`src/hdl/vcs_pkg.sv`:
```
// ----------------------------------------------------------------------------
// vcs_pkg: shared types and constants for the cosine similarity block
// Widths, the multiplier command beat and its accumulator destinations.
// ----------------------------------------------------------------------------
package vcs_pkg;

  localparam int unsigned ELEM_W    = 16;
  localparam int unsigned ACC_W     = 48;
  localparam int unsigned LIMB_W    = 32;
  localparam int unsigned PROD_W    = 2 * LIMB_W;
  localparam int unsigned WIDE_W    = 128;
  localparam int unsigned Q_W       = 15;
  localparam int unsigned COS_W     = 16;
  localparam int unsigned TT_W      = 30;
  localparam int unsigned RHS_SHIFT = 30;

  localparam logic [Q_W-1:0] ONE_Q14 = Q_W'(16384);

  typedef enum logic [1:0] {
    DST_DOT,
    DST_SA,
    DST_SB,
    DST_WIDE
  } vcs_dst_e;

  typedef struct packed {
    logic              valid;
    logic [LIMB_W-1:0] x;
    logic [LIMB_W-1:0] y;
    logic [1:0]        shift;   // limb offset of the product
    logic              neg;     // subtract from a 48-bit accumulator
    logic              clear;   // wide accumulator takes the product alone
    vcs_dst_e          dst;
  } vcs_mul_cmd_t;

endpackage

```
`src/hdl/vcs_mac.sv`:
```
// ----------------------------------------------------------------------------
// vcs_mac: shared multiply-accumulate unit
// One 32x32 multiplier with a registered product, then one add into the
// selected accumulator: the three 48-bit sums or the 128-bit work register.
// ----------------------------------------------------------------------------
module vcs_mac (
  input  logic                         clk_i,
  input  logic                         rst_ni,
  input  vcs_pkg::vcs_mul_cmd_t        cmd_i,
  input  logic                         clr_acc_i,
  output logic [vcs_pkg::ACC_W-1:0]    dot_o,
  output logic [vcs_pkg::ACC_W-1:0]    sa_o,
  output logic [vcs_pkg::ACC_W-1:0]    sb_o,
  output logic [vcs_pkg::WIDE_W-1:0]   wide_o
);
  import vcs_pkg::*;

  localparam int unsigned LIMB_SH = $clog2(LIMB_W);

  logic [PROD_W-1:0] p_q;
  logic              pv_q;
  logic [1:0]        shift_q;
  logic              neg_q;
  logic              clear_q;
  vcs_dst_e          dst_q;

  logic [ACC_W-1:0]  dot_q, dot_d, sa_q, sa_d, sb_q, sb_d;
  logic [WIDE_W-1:0] wide_q, wide_d;
  logic [WIDE_W-1:0] addend;
  logic [ACC_W-1:0]  delta;

  always_comb begin
    addend = {{(WIDE_W-PROD_W){1'b0}}, p_q} << {shift_q, {LIMB_SH{1'b0}}};
    delta  = neg_q ? (ACC_W'(0) - p_q[ACC_W-1:0]) : p_q[ACC_W-1:0];
    dot_d  = dot_q;
    sa_d   = sa_q;
    sb_d   = sb_q;
    wide_d = wide_q;
    if (pv_q) begin
      unique case (dst_q)
        DST_DOT:  dot_d  = dot_q + delta;
        DST_SA:   sa_d   = sa_q + delta;
        DST_SB:   sb_d   = sb_q + delta;
        DST_WIDE: wide_d = clear_q ? addend : (wide_q + addend);
        default:  wide_d = wide_q;
      endcase
    end
    if (clr_acc_i) begin
      dot_d = '0;
      sa_d  = '0;
      sb_d  = '0;
    end
  end

  always_ff @(posedge clk_i or negedge rst_ni) begin
    if (!rst_ni) begin
      pv_q  <= 1'b0;
      dot_q <= '0;
      sa_q  <= '0;
      sb_q  <= '0;
    end else begin
      pv_q  <= cmd_i.valid;
      dot_q <= dot_d;
      sa_q  <= sa_d;
      sb_q  <= sb_d;
    end
  end

  always_ff @(posedge clk_i) begin
    p_q     <= cmd_i.x * cmd_i.y;
    shift_q <= cmd_i.shift;
    neg_q   <= cmd_i.neg;
    clear_q <= cmd_i.clear;
    dst_q   <= cmd_i.dst;
    wide_q  <= wide_d;
  end

  assign dot_o  = dot_q;
  assign sa_o   = sa_q;
  assign sb_o   = sb_q;
  assign wide_o = wide_q;

endmodule

```
`src/hdl/vector_cosine_similarity_top.sv`:
```
// ----------------------------------------------------------------------------
// vector_cosine_similarity_top: streamed cosine similarity of two vectors
// Accumulates dot product and sums of squares per element pair; on the last
// pair returns the cosine in signed Q1.14 by a bisection search, or 0 with zero_vector_o.
// ----------------------------------------------------------------------------
//  channel | handshake                 | payload
//  --------+---------------------------+-------------------------------------
//  in      | in_valid_i / in_ready_o   | a_elem_i, b_elem_i, last_i
//  out     | out_valid_o / out_ready_i | cosine_o, zero_vector_o
//
//  An element pair is taken as one beat, then three products go through the
//  one shared 32x32 multiplier before the next pair is taken. After the last pair,
//  a zero vector goes straight to the output; else two 4-product 48x48 multiplies
//  and up to 15 bisection steps follow, each a square and a 3-product multiply.
//  Reset is asynchronous and clears control and the accumulators.
//  A result waiting in the output register stalls only the next last pair.
// ----------------------------------------------------------------------------
module vector_cosine_similarity_top (
  input  logic                                clk_i,
  input  logic                                rst_ni,
  input  logic                                in_valid_i,
  output logic                                in_ready_o,
  input  logic signed [vcs_pkg::ELEM_W-1:0]   a_elem_i,
  input  logic signed [vcs_pkg::ELEM_W-1:0]   b_elem_i,
  input  logic                                last_i,
  output logic                                out_valid_o,
  input  logic                                out_ready_i,
  output logic signed [vcs_pkg::COS_W-1:0]    cosine_o,
  output logic                                zero_vector_o
);
  import vcs_pkg::*;

  typedef enum logic [4:0] {
    ST_IDLE, ST_AA, ST_BB, ST_AB, ST_LWAIT, ST_CHK,
    ST_PMUL, ST_PWAIT, ST_PSAVE, ST_DMUL, ST_DWAIT, ST_DSAVE,
    ST_STOP, ST_STW, ST_STT, ST_SMUL, ST_SWAIT, ST_SCMP, ST_OUT
  } state_e;

  state_e               state_q, state_d;
  logic [ELEM_W-1:0]    a_q, a_d, b_q, b_d;
  logic                 last_q, last_d;
  logic [1:0]           k_q, k_d;
  logic                 neg_q, neg_d;
  logic [ACC_W-1:0]     mag_q, mag_d;
  logic [3*LIMB_W-1:0]  prod_q, prod_d;
  logic [WIDE_W-1:0]    rhs_q, rhs_d;
  logic [Q_W-1:0]       lo_q, lo_d, hi_q, hi_d, mid_q, mid_d;
  logic [TT_W-1:0]      tt_q, tt_d;
  logic [COS_W-1:0]     res_q, res_d;
  logic                 rzero_q, rzero_d;
  logic                 out_valid_q, out_valid_d;
  logic [COS_W-1:0]     cos_q, cos_d;
  logic                 zero_q, zero_d;

  vcs_mul_cmd_t         cmd;
  logic                 clr_acc;
  logic [ACC_W-1:0]     dot, sa, sb;
  logic [WIDE_W-1:0]    wide;

  logic [ELEM_W:0]      a_mag, b_mag;
  logic [Q_W:0]         mid_sum;
  logic [Q_W:0]         t_val;

  vcs_mac u_mac (
    .clk_i     (clk_i),
    .rst_ni    (rst_ni),
    .cmd_i     (cmd),
    .clr_acc_i (clr_acc),
    .dot_o     (dot),
    .sa_o      (sa),
    .sb_o      (sb),
    .wide_o    (wide)
  );

  always_comb begin
    a_mag   = a_q[ELEM_W-1] ? ((ELEM_W+1)'(0) - {1'b1, a_q}) : {1'b0, a_q};
    b_mag   = b_q[ELEM_W-1] ? ((ELEM_W+1)'(0) - {1'b1, b_q}) : {1'b0, b_q};
    mid_sum = {1'b0, lo_q} + {1'b0, hi_q} + (Q_W+1)'(1);
    t_val   = {mid_q, 1'b0} - (Q_W+1)'(1);

    state_d     = state_q;
    a_d         = a_q;
    b_d         = b_q;
    last_d      = last_q;
    k_d         = k_q;
    neg_d       = neg_q;
    mag_d       = mag_q;
    prod_d      = prod_q;
    rhs_d       = rhs_q;
    lo_d        = lo_q;
    hi_d        = hi_q;
    mid_d       = mid_q;
    tt_d        = tt_q;
    res_d       = res_q;
    rzero_d     = rzero_q;
    cos_d       = cos_q;
    zero_d      = zero_q;
    out_valid_d = out_valid_q & ~out_ready_i;
    clr_acc     = 1'b0;
    in_ready_o  = 1'b0;

    cmd       = '0;
    cmd.dst   = DST_WIDE;

    unique case (state_q)
      ST_IDLE: begin
        in_ready_o = 1'b1;
        if (in_valid_i) begin
          a_d     = a_elem_i;
          b_d     = b_elem_i;
          last_d  = last_i;
          state_d = ST_AA;
        end
      end
      ST_AA: begin
        cmd.valid = 1'b1;
        cmd.x     = LIMB_W'(a_mag);
        cmd.y     = LIMB_W'(a_mag);
        cmd.dst   = DST_SA;
        state_d   = ST_BB;
      end
      ST_BB: begin
        cmd.valid = 1'b1;
        cmd.x     = LIMB_W'(b_mag);
        cmd.y     = LIMB_W'(b_mag);
        cmd.dst   = DST_SB;
        state_d   = ST_AB;
      end
      ST_AB: begin
        cmd.valid = 1'b1;
        cmd.x     = LIMB_W'(a_mag);
        cmd.y     = LIMB_W'(b_mag);
        cmd.neg   = a_q[ELEM_W-1] ^ b_q[ELEM_W-1];
        cmd.dst   = DST_DOT;
        state_d   = last_q ? ST_LWAIT : ST_IDLE;
      end
      ST_LWAIT: state_d = ST_CHK;
      ST_CHK: begin
        k_d = '0;
        if (sa == '0 || sb == '0) begin
          res_d   = '0;
          rzero_d = 1'b1;
          state_d = ST_OUT;
        end else begin
          rzero_d = 1'b0;
          neg_d   = dot[ACC_W-1];
          mag_d   = dot[ACC_W-1] ? (ACC_W'(0) - dot) : dot;
          state_d = ST_PMUL;
        end
      end
      ST_PMUL: begin
        cmd.valid = 1'b1;
        cmd.x     = k_q[0] ? LIMB_W'(sa[ACC_W-1:LIMB_W]) : sa[LIMB_W-1:0];
        cmd.y     = k_q[1] ? LIMB_W'(sb[ACC_W-1:LIMB_W]) : sb[LIMB_W-1:0];
        cmd.shift = {1'b0, k_q[0]} + {1'b0, k_q[1]};
        cmd.clear = (k_q == 2'd0);
        k_d       = k_q + 2'd1;
        if (k_q == 2'd3) state_d = ST_PWAIT;
      end
      ST_PWAIT: state_d = ST_PSAVE;
      ST_PSAVE: begin
        prod_d  = wide[3*LIMB_W-1:0];
        k_d     = '0;
        state_d = ST_DMUL;
      end
      ST_DMUL: begin
        cmd.valid = 1'b1;
        cmd.x     = k_q[0] ? LIMB_W'(mag_q[ACC_W-1:LIMB_W]) : mag_q[LIMB_W-1:0];
        cmd.y     = k_q[1] ? LIMB_W'(mag_q[ACC_W-1:LIMB_W]) : mag_q[LIMB_W-1:0];
        cmd.shift = {1'b0, k_q[0]} + {1'b0, k_q[1]};
        cmd.clear = (k_q == 2'd0);
        k_d       = k_q + 2'd1;
        if (k_q == 2'd3) state_d = ST_DWAIT;
      end
      ST_DWAIT: state_d = ST_DSAVE;
      ST_DSAVE: begin
        rhs_d   = wide << RHS_SHIFT;
        lo_d    = '0;
        hi_d    = ONE_Q14;
        state_d = ST_STOP;
      end
      ST_STOP: begin
        if (lo_q < hi_q) begin
          mid_d   = mid_sum[Q_W:1];
          state_d = ST_STW;
        end else begin
          res_d   = neg_q ? (COS_W'(0) - {1'b0, lo_q}) : {1'b0, lo_q};
          state_d = ST_OUT;
        end
      end
      ST_STW: begin
        // square of 2*mid-1
        cmd.valid = 1'b1;
        cmd.x     = LIMB_W'(t_val);
        cmd.y     = LIMB_W'(t_val);
        cmd.clear = 1'b1;
        state_d   = ST_STT;
      end
      ST_STT: begin
        k_d     = '0;
        state_d = ST_SMUL;
      end
      ST_SMUL: begin
        cmd.valid = 1'b1;
        case (k_q)
          2'd0:    cmd.x = prod_q[LIMB_W-1:0];
          2'd1:    cmd.x = prod_q[2*LIMB_W-1:LIMB_W];
          2'd2:    cmd.x = prod_q[3*LIMB_W-1:2*LIMB_W];
          default: cmd.x = '0;
        endcase
        cmd.y     = (k_q == 2'd0) ? LIMB_W'(wide[TT_W-1:0]) : LIMB_W'(tt_q);
        cmd.shift = k_q;
        cmd.clear = (k_q == 2'd0);
        if (k_q == 2'd0) tt_d = wide[TT_W-1:0];
        k_d       = k_q + 2'd1;
        if (k_q == 2'd2) state_d = ST_SWAIT;
      end
      ST_SWAIT: state_d = ST_SCMP;
      ST_SCMP: begin
        if (wide <= rhs_q) lo_d = mid_q;
        else               hi_d = mid_q - Q_W'(1);
        state_d = ST_STOP;
      end
      ST_OUT: begin
        if (!out_valid_q || out_ready_i) begin
          out_valid_d = 1'b1;
          cos_d       = res_q;
          zero_d      = rzero_q;
          clr_acc     = 1'b1;
          state_d     = ST_IDLE;
        end
      end
      default: state_d = ST_IDLE;
    endcase
  end

  always_ff @(posedge clk_i or negedge rst_ni) begin
    if (!rst_ni) begin
      state_q     <= ST_IDLE;
      out_valid_q <= 1'b0;
      k_q         <= '0;
    end else begin
      state_q     <= state_d;
      out_valid_q <= out_valid_d;
      k_q         <= k_d;
    end
  end

  always_ff @(posedge clk_i) begin
    a_q     <= a_d;
    b_q     <= b_d;
    last_q  <= last_d;
    neg_q   <= neg_d;
    mag_q   <= mag_d;
    prod_q  <= prod_d;
    rhs_q   <= rhs_d;
    lo_q    <= lo_d;
    hi_q    <= hi_d;
    mid_q   <= mid_d;
    tt_q    <= tt_d;
    res_q   <= res_d;
    rzero_q <= rzero_d;
    cos_q   <= cos_d;
    zero_q  <= zero_d;
  end

  assign out_valid_o   = out_valid_q;
  assign cosine_o      = cos_q;
  assign zero_vector_o = zero_q;

endmodule
```
`config.mk`:
```
export PLATFORM = sky130hd
export DESIGN_NAME = vector_cosine_similarity_top
export DESIGN_NICKNAME = d
export VERILOG_FILES = /design/src/hdl/vcs_pkg.sv /design/src/hdl/vcs_mac.sv /design/src/hdl/vector_cosine_similarity_top.sv
export SDC_FILE = /design/constraint.sdc
export NUM_CORES = 2
export LEC_CHECK = 0
export BUFFER_PORTS_ARGS = -buffer_cell sky130_fd_sc_hd__buf_2
export CAP_MARGIN = 10
export CORE_ASPECT_RATIO = 0.5
export CORE_MARGIN = 4
export CORE_UTILIZATION = 55
export DETAILED_ROUTE_END_ITERATION = 8
export PLACE_DENSITY = 0.71
export SLEW_MARGIN = 20
export SYNTH_ARGS = -nofsm -noshare
export SYNTH_HDL_FRONTEND = slang
export SYNTH_HIERARCHICAL = 1
export SYNTH_SLANG_ARGS = --single-unit
```
`constraint.sdc`:
```
create_clock -name clk_i -period 20.9 [get_ports clk_i]
set_input_delay 4.18 -clock clk_i [delete_from_list [all_inputs] [get_ports clk_i]]
set_output_delay 4.18 -clock clk_i [all_outputs]
set_load 0.02 [all_outputs]
```
-- Yosys cells after proc, flatten, opt, wreduce, memory -nomap -nowiden
Index checks and enable logic that the tools add are counted.
- register bits after elaboration: 736
- output and inout bits: 19
- add/subtract/negate cells: 15
- $mul: 1
- magnitude comparators: 2
- equality and inequality tests: 33
- shift-type cells: 1
- multiplexer cells: 48
- bitwise operators: 4
- reductions and logical operators: 32
- operator list (kind ; number):
    48-bit two-way mux ; 10
    65-bit one-hot mux with 7 select lines ; 1
    48-bit adder ; 3
    128-bit adder ; 1
    128-bit less-or-equal comparator ; 1
    128-bit two-way mux ; 1
    32-bit two-way mux ; 4
    64-bit by 7-bit << shifter with 128-bit output ; 1
    48-bit zero test ; 2
    32-bit one-hot mux with 3 select lines ; 1
    1-bit by 48-bit subtractor with 48-bit output (first input constant) ; 2
    5-bit one-hot mux with 18 select lines ; 1
    32-bit by 32-bit multiplier with 64-bit output ; 1
    15-bit one-hot mux with 2 select lines ; 2
    16-bit two-way mux ; 3
    47-bit two-way mux ; 1
    5-bit by 4-bit == test with 1-bit output (second input constant) ; 8
    5-bit two-way mux ; 7
    17-bit two-way mux ; 2
    1-bit by 17-bit subtractor with 17-bit output (first input constant) ; 2
    16-bit one-hot mux with 2 select lines ; 1
    15-bit two-way mux ; 2
    30-bit two-way mux ; 1
    2-bit AND reduction ; 11
    32 further kinds ; 67

-- Logic depth before layout (Yosys ltp)
- depth after elaboration: 6
- gate-level depth with buffers: 43
- depth with buffers taken out: 39

-- Hierarchy
The synthesis kept the hierarchy.
- by module, submodules not included (module ; instances ; cells each ; area each (sq um) ; seq. area each (sq um)):
    vcs_mac ; 1 ; 7467 ; 63414.6 ; 8873.5
    vector_cosine_similarity_top ; 1 ; 1780 ; 21241.6 ; 11761.3

-- Worst setup path after synthesis
Ideal clock, no wire load.
- kind: register -> register
- start point: register k_q[0]
- end point: register u_mac.p_q[61]
- setup time: 72 ps
- arrival time: 10246 ps
- setup slack: 10582 ps
- stages on the path, launching flop included: 40
- buffers on the path: 7
- period minus slack after synthesis: 10318 ps
- cell sequence: dfrtp_1 -> clkbuf_1 -> clkbuf_1 -> clkbuf_1 -> inv_1 -> ha_1 -> clkbuf_1 -> clkbuf_1 -> a222oi_1 -> nor2_1 -> a2111oi_0 -> nand2_1 -> clkbuf_1 -> and2_1 -> fa_1 -> fa_1 -> inv_1 -> fa_1 -> (+4 left out) -> fa_1 -> inv_1 -> fa_1 -> inv_1 -> ha_1 -> clkbuf_1 -> and3_1 -> nand2_1 -> nor3_1 -> a2111oi_0 -> o211ai_1 -> a31oi_1 -> o211ai_1 -> a31oi_1 -> o21ai_1 -> a22o_1 -> a221oi_1 -> xnor2_1
- RTL lines (element ; RTL line ; RTL):
    start: declaration ; vector_cosine_similarity_top.sv:42 ; logic [1:0] k_q, k_d;
    start signal: assignment ; vector_cosine_similarity_top.sv:245 ; k_q <= k_d;
    end signal: assignment ; vcs_mac.sv:70 ; p_q <= cmd_i.x * cmd_i.y;
    end: declaration ; vcs_mac.sv:20 ; logic [PROD_W-1:0] p_q;

==> run metrics <==
status finished, final reports clean; most used cell, CP fa_1; critical path class register to register; starting density of the core 55.6%; average size of a mapped cell approximately 9 um2; DRC viols 0; Worst Clk Skew between 0.06 and 0.07 ns; worst path arrival time 12.34 ns; max-cap check violation count 0; Max Fanout on Critical Path 64; Hold WS approximately 0.42 ns; Final Non-Filler Cells 11200; sequential area share after synthesis 24.4%; total gr overflow 0; RSZ-0062 raised after global routing false; Crit path largest cell delay ~0.9 ns; Layout Nets 10700; Worst setup SP type register; ys flop type edfxtp_1; WL/cell 26.8 um; Reg clk slew, reported paths 0.07 ns; f_max approximately 85 MHz; relative slew slack 9.25%; cts bufs inserted 79; Setup WS post-layout approximately 9.2 ns; most frequent cells in the layout inv_1 (1152), nand2_1 (1126), fa_1 (901); Ys Warns 6; Setup TNS 0 ns; largest net degree at the start of global routing 81; DIE WIDTH 563 um; Hold Path Class register to register; CTS tree done; P&R area growth vs syn 6.39%; Via density 6.23; critical path endpoint category register; Iter 0 DRT Violations 7951; CTS root buf clkbuf_16; DP Worst Slack 9.45 ns; DP Area 0.0873 mm2; Inst Count DP 11000; Leak 40.8 nW; core footprint 0.152 mm2; Total GRT Usage between 30 and 40%; mapped cell area between 0.08 and 0.09 mm2; post-synth net total 10900; vias in the first global route 68900; post-DP HPWL 234000 um; Final setup violation count 0; first-pass GRT wire length 448000 um; Area contributors post-synth fa_1 (21%), edfxtp_1 (18%), ha_1 (9.9%); Max VDD drop around 0.00024 V; Worst Max-Slew Pin Slew 1.32 ns; post-synthesis cell type count 94; post-layout instance area ~0.090 mm2; CP max-delay cell a222oi_1; RD Place Congestion 1.10; Final Max Tran Viols 0; Post-Route WL 300000 um; # Post-CTS Setup Buffers 0; share of post-route cells with drive strength above 1 5.49%; clock tree buffer depth 3; clock tree sinks 736; power per cell area 166 mW/mm2; Die ar. 0.161 mm2; H-tree levels 3; Skew-Pair Late Insertion Delay between 0.7 and 0.8 ns; most common cell after layout, fill and taps aside inv_1; number of flops mapped to enable cells by yosys 513; IO Port Bufs between 50 and 60; Hold Fails Final Rpt 0; Final period util a little under three fifths; Boundary Pins 56; CP Data Required Time roughly 22 ns; Pre-Repair DR Iteration Count 9; min Tclk post-route 11.73 ns; FFs w/ async S/R, synth about a fifth; R2R depth 34; cells after synthesis between 9000 and 10000; Site Rows 101; worst hold stages 0; synthesized flop and latch total ~740; cell accounting for the most synthesized area fa_1; Vias 69700; Die Y 285 um; Synth top area share 21.3%; PostCTS Resize Cnt 0; Post-DRT Antenna Nets 0; initial antenna violation count 16; CTS Hold Bufs 0
cell families after synthesis:
group,count (synthesis),synth area share (%)
DFF,736,24.4
xor gates and xnor gates,455,4.72
adders and majority gates,1568,31.2
buffers and inverters,1657,7.37
AOI/OAI and AO/OA,1865,14.2
muxes,154,1.86
and+or+nand+nor,2812,16.4
Yosys cell counts (35+ instances only):
| cell type | count |
|---|---|
| inv_1 | 1153 |
| nand2_1 | 1126 |
| fa_1 | 901 |
| ha_1 | 667 |
| and2_1 | 629 |
| a21oi_1 | 553 |
| edfxtp_1 | 513 |
| clkbuf_1 | 479 |
| o21ai_0 | 391 |
| nor2_1 | 386 |
| xnor2_1 | 305 |
| a21o_1 | 226 |
| dfrtp_1 | 153 |
| xor2_1 | 149 |
| nand4_1 | 135 |
| mux2i_1 | 129 |
| nor3_1 | 90 |
| nand3_1 | 89 |
| o22ai_1 | 73 |
| o21bai_1 | 72 |
| dfxtp_1 | 70 |
| o31ai_1 | 63 |
| nor4_1 | 61 |
| nor2b_1 | 52 |
| a211oi_1 | 50 |
| and3_1 | 48 |
| nand2b_1 | 46 |
| o21a_1 | 44 |
| a31oi_1 | 41 |
| a22o_1 | 38 |
| a22oi_1 | 35 |
worst max-delay path: cells and delay by family (launching register included):
| kind | cells | cell delay (ns) |
|---|---|---|
| AO/OA/AOI/OAI | 12 | 4.22 |
| XOR/XNOR | 1 | 0.15 |
| adder cells (fa/ha/maj) | 10 | 4.78 |
| buffers and inverters | 8 | 1.61 |
| flip-flops | 1 | 0.34 |
| AND/OR/NAND/NOR | 3 | 0.47 |
worst paths after layout:
path,slack [ns],start,endpoint
max reg2reg,9.17,k_q[1]$_DFFE_PN0P_,u_mac/p_q[61]$_DFF_P_
min in group asynchronous,3.41,rst_ni,out_valid_o$_DFF_PN0_
min reg2reg,0.42,res_q[12]$_SDFFCE_PP0P_,cosine_o[12]$_DFFE_PP_
min,0.42,res_q[12]$_SDFFCE_PP0P_,cosine_o[12]$_DFFE_PP_
max,9.17,k_q[1]$_DFFE_PN0P_,u_mac/p_q[61]$_DFF_P_
max in group asynchronous,16.09,rst_ni,u_mac/dot_o[47]$_DFFE_PN0P_
power breakdown:
group	switching, mW	total, mW	leakage (nW)	internal (mW)
Clock	0.676	1.52	1.30	0.842
Combinational	6.69	10.3	32.2	3.61
Sequential	0.801	3.10	7.24	2.30
Total	8.17	14.9	40.8	6.75
state kept, by name, summed over array words and instances (netlist names), 30 cells and up:
register,count
prod_q,96
mag_q,48
u_mac/sb_o,48
u_mac/sa_o,48
u_mac/wide_o,128
tt_q,30
u_mac/dot_o,48
rhs_q,98
u_mac/p_q,64
final cells by class:
cell class              instances  area (um2)
diodes                         14        35.0
clock buffers                  93        2100
clock inverters                53         627
fillers                     13300       62200
inverters                    1156        4340
multi-input cells            6854       58200
flip-flops and latches        736       20600
well taps                    2060        2580
repair buffers                223        1540
metrics by stage:
| step | total power [mW] | utilization (%) |
|---|---|---|
| global route | 16.1 | 59.1 |
| detailed placement | 13.1 | 57.3 |
| floorplan | 9.80 | - |
| global placement | 13.0 | 57.3 |
| finish | 14.9 | 59.1 |
| CTS | 14.7 | 59.1 |
metal layers:
metal / share of wire (%) / vias up / track usage (%)
met5: 0.27 / - / 0
met4: 4.5 / 12 / 14.0
met3: 13 / 643 / 13.7
met2: 41 / 3646 / 54.2
met1: 41 / 34600 / 51.3
li1: - / 30800 / -
(Power assumes the default switching activity.)
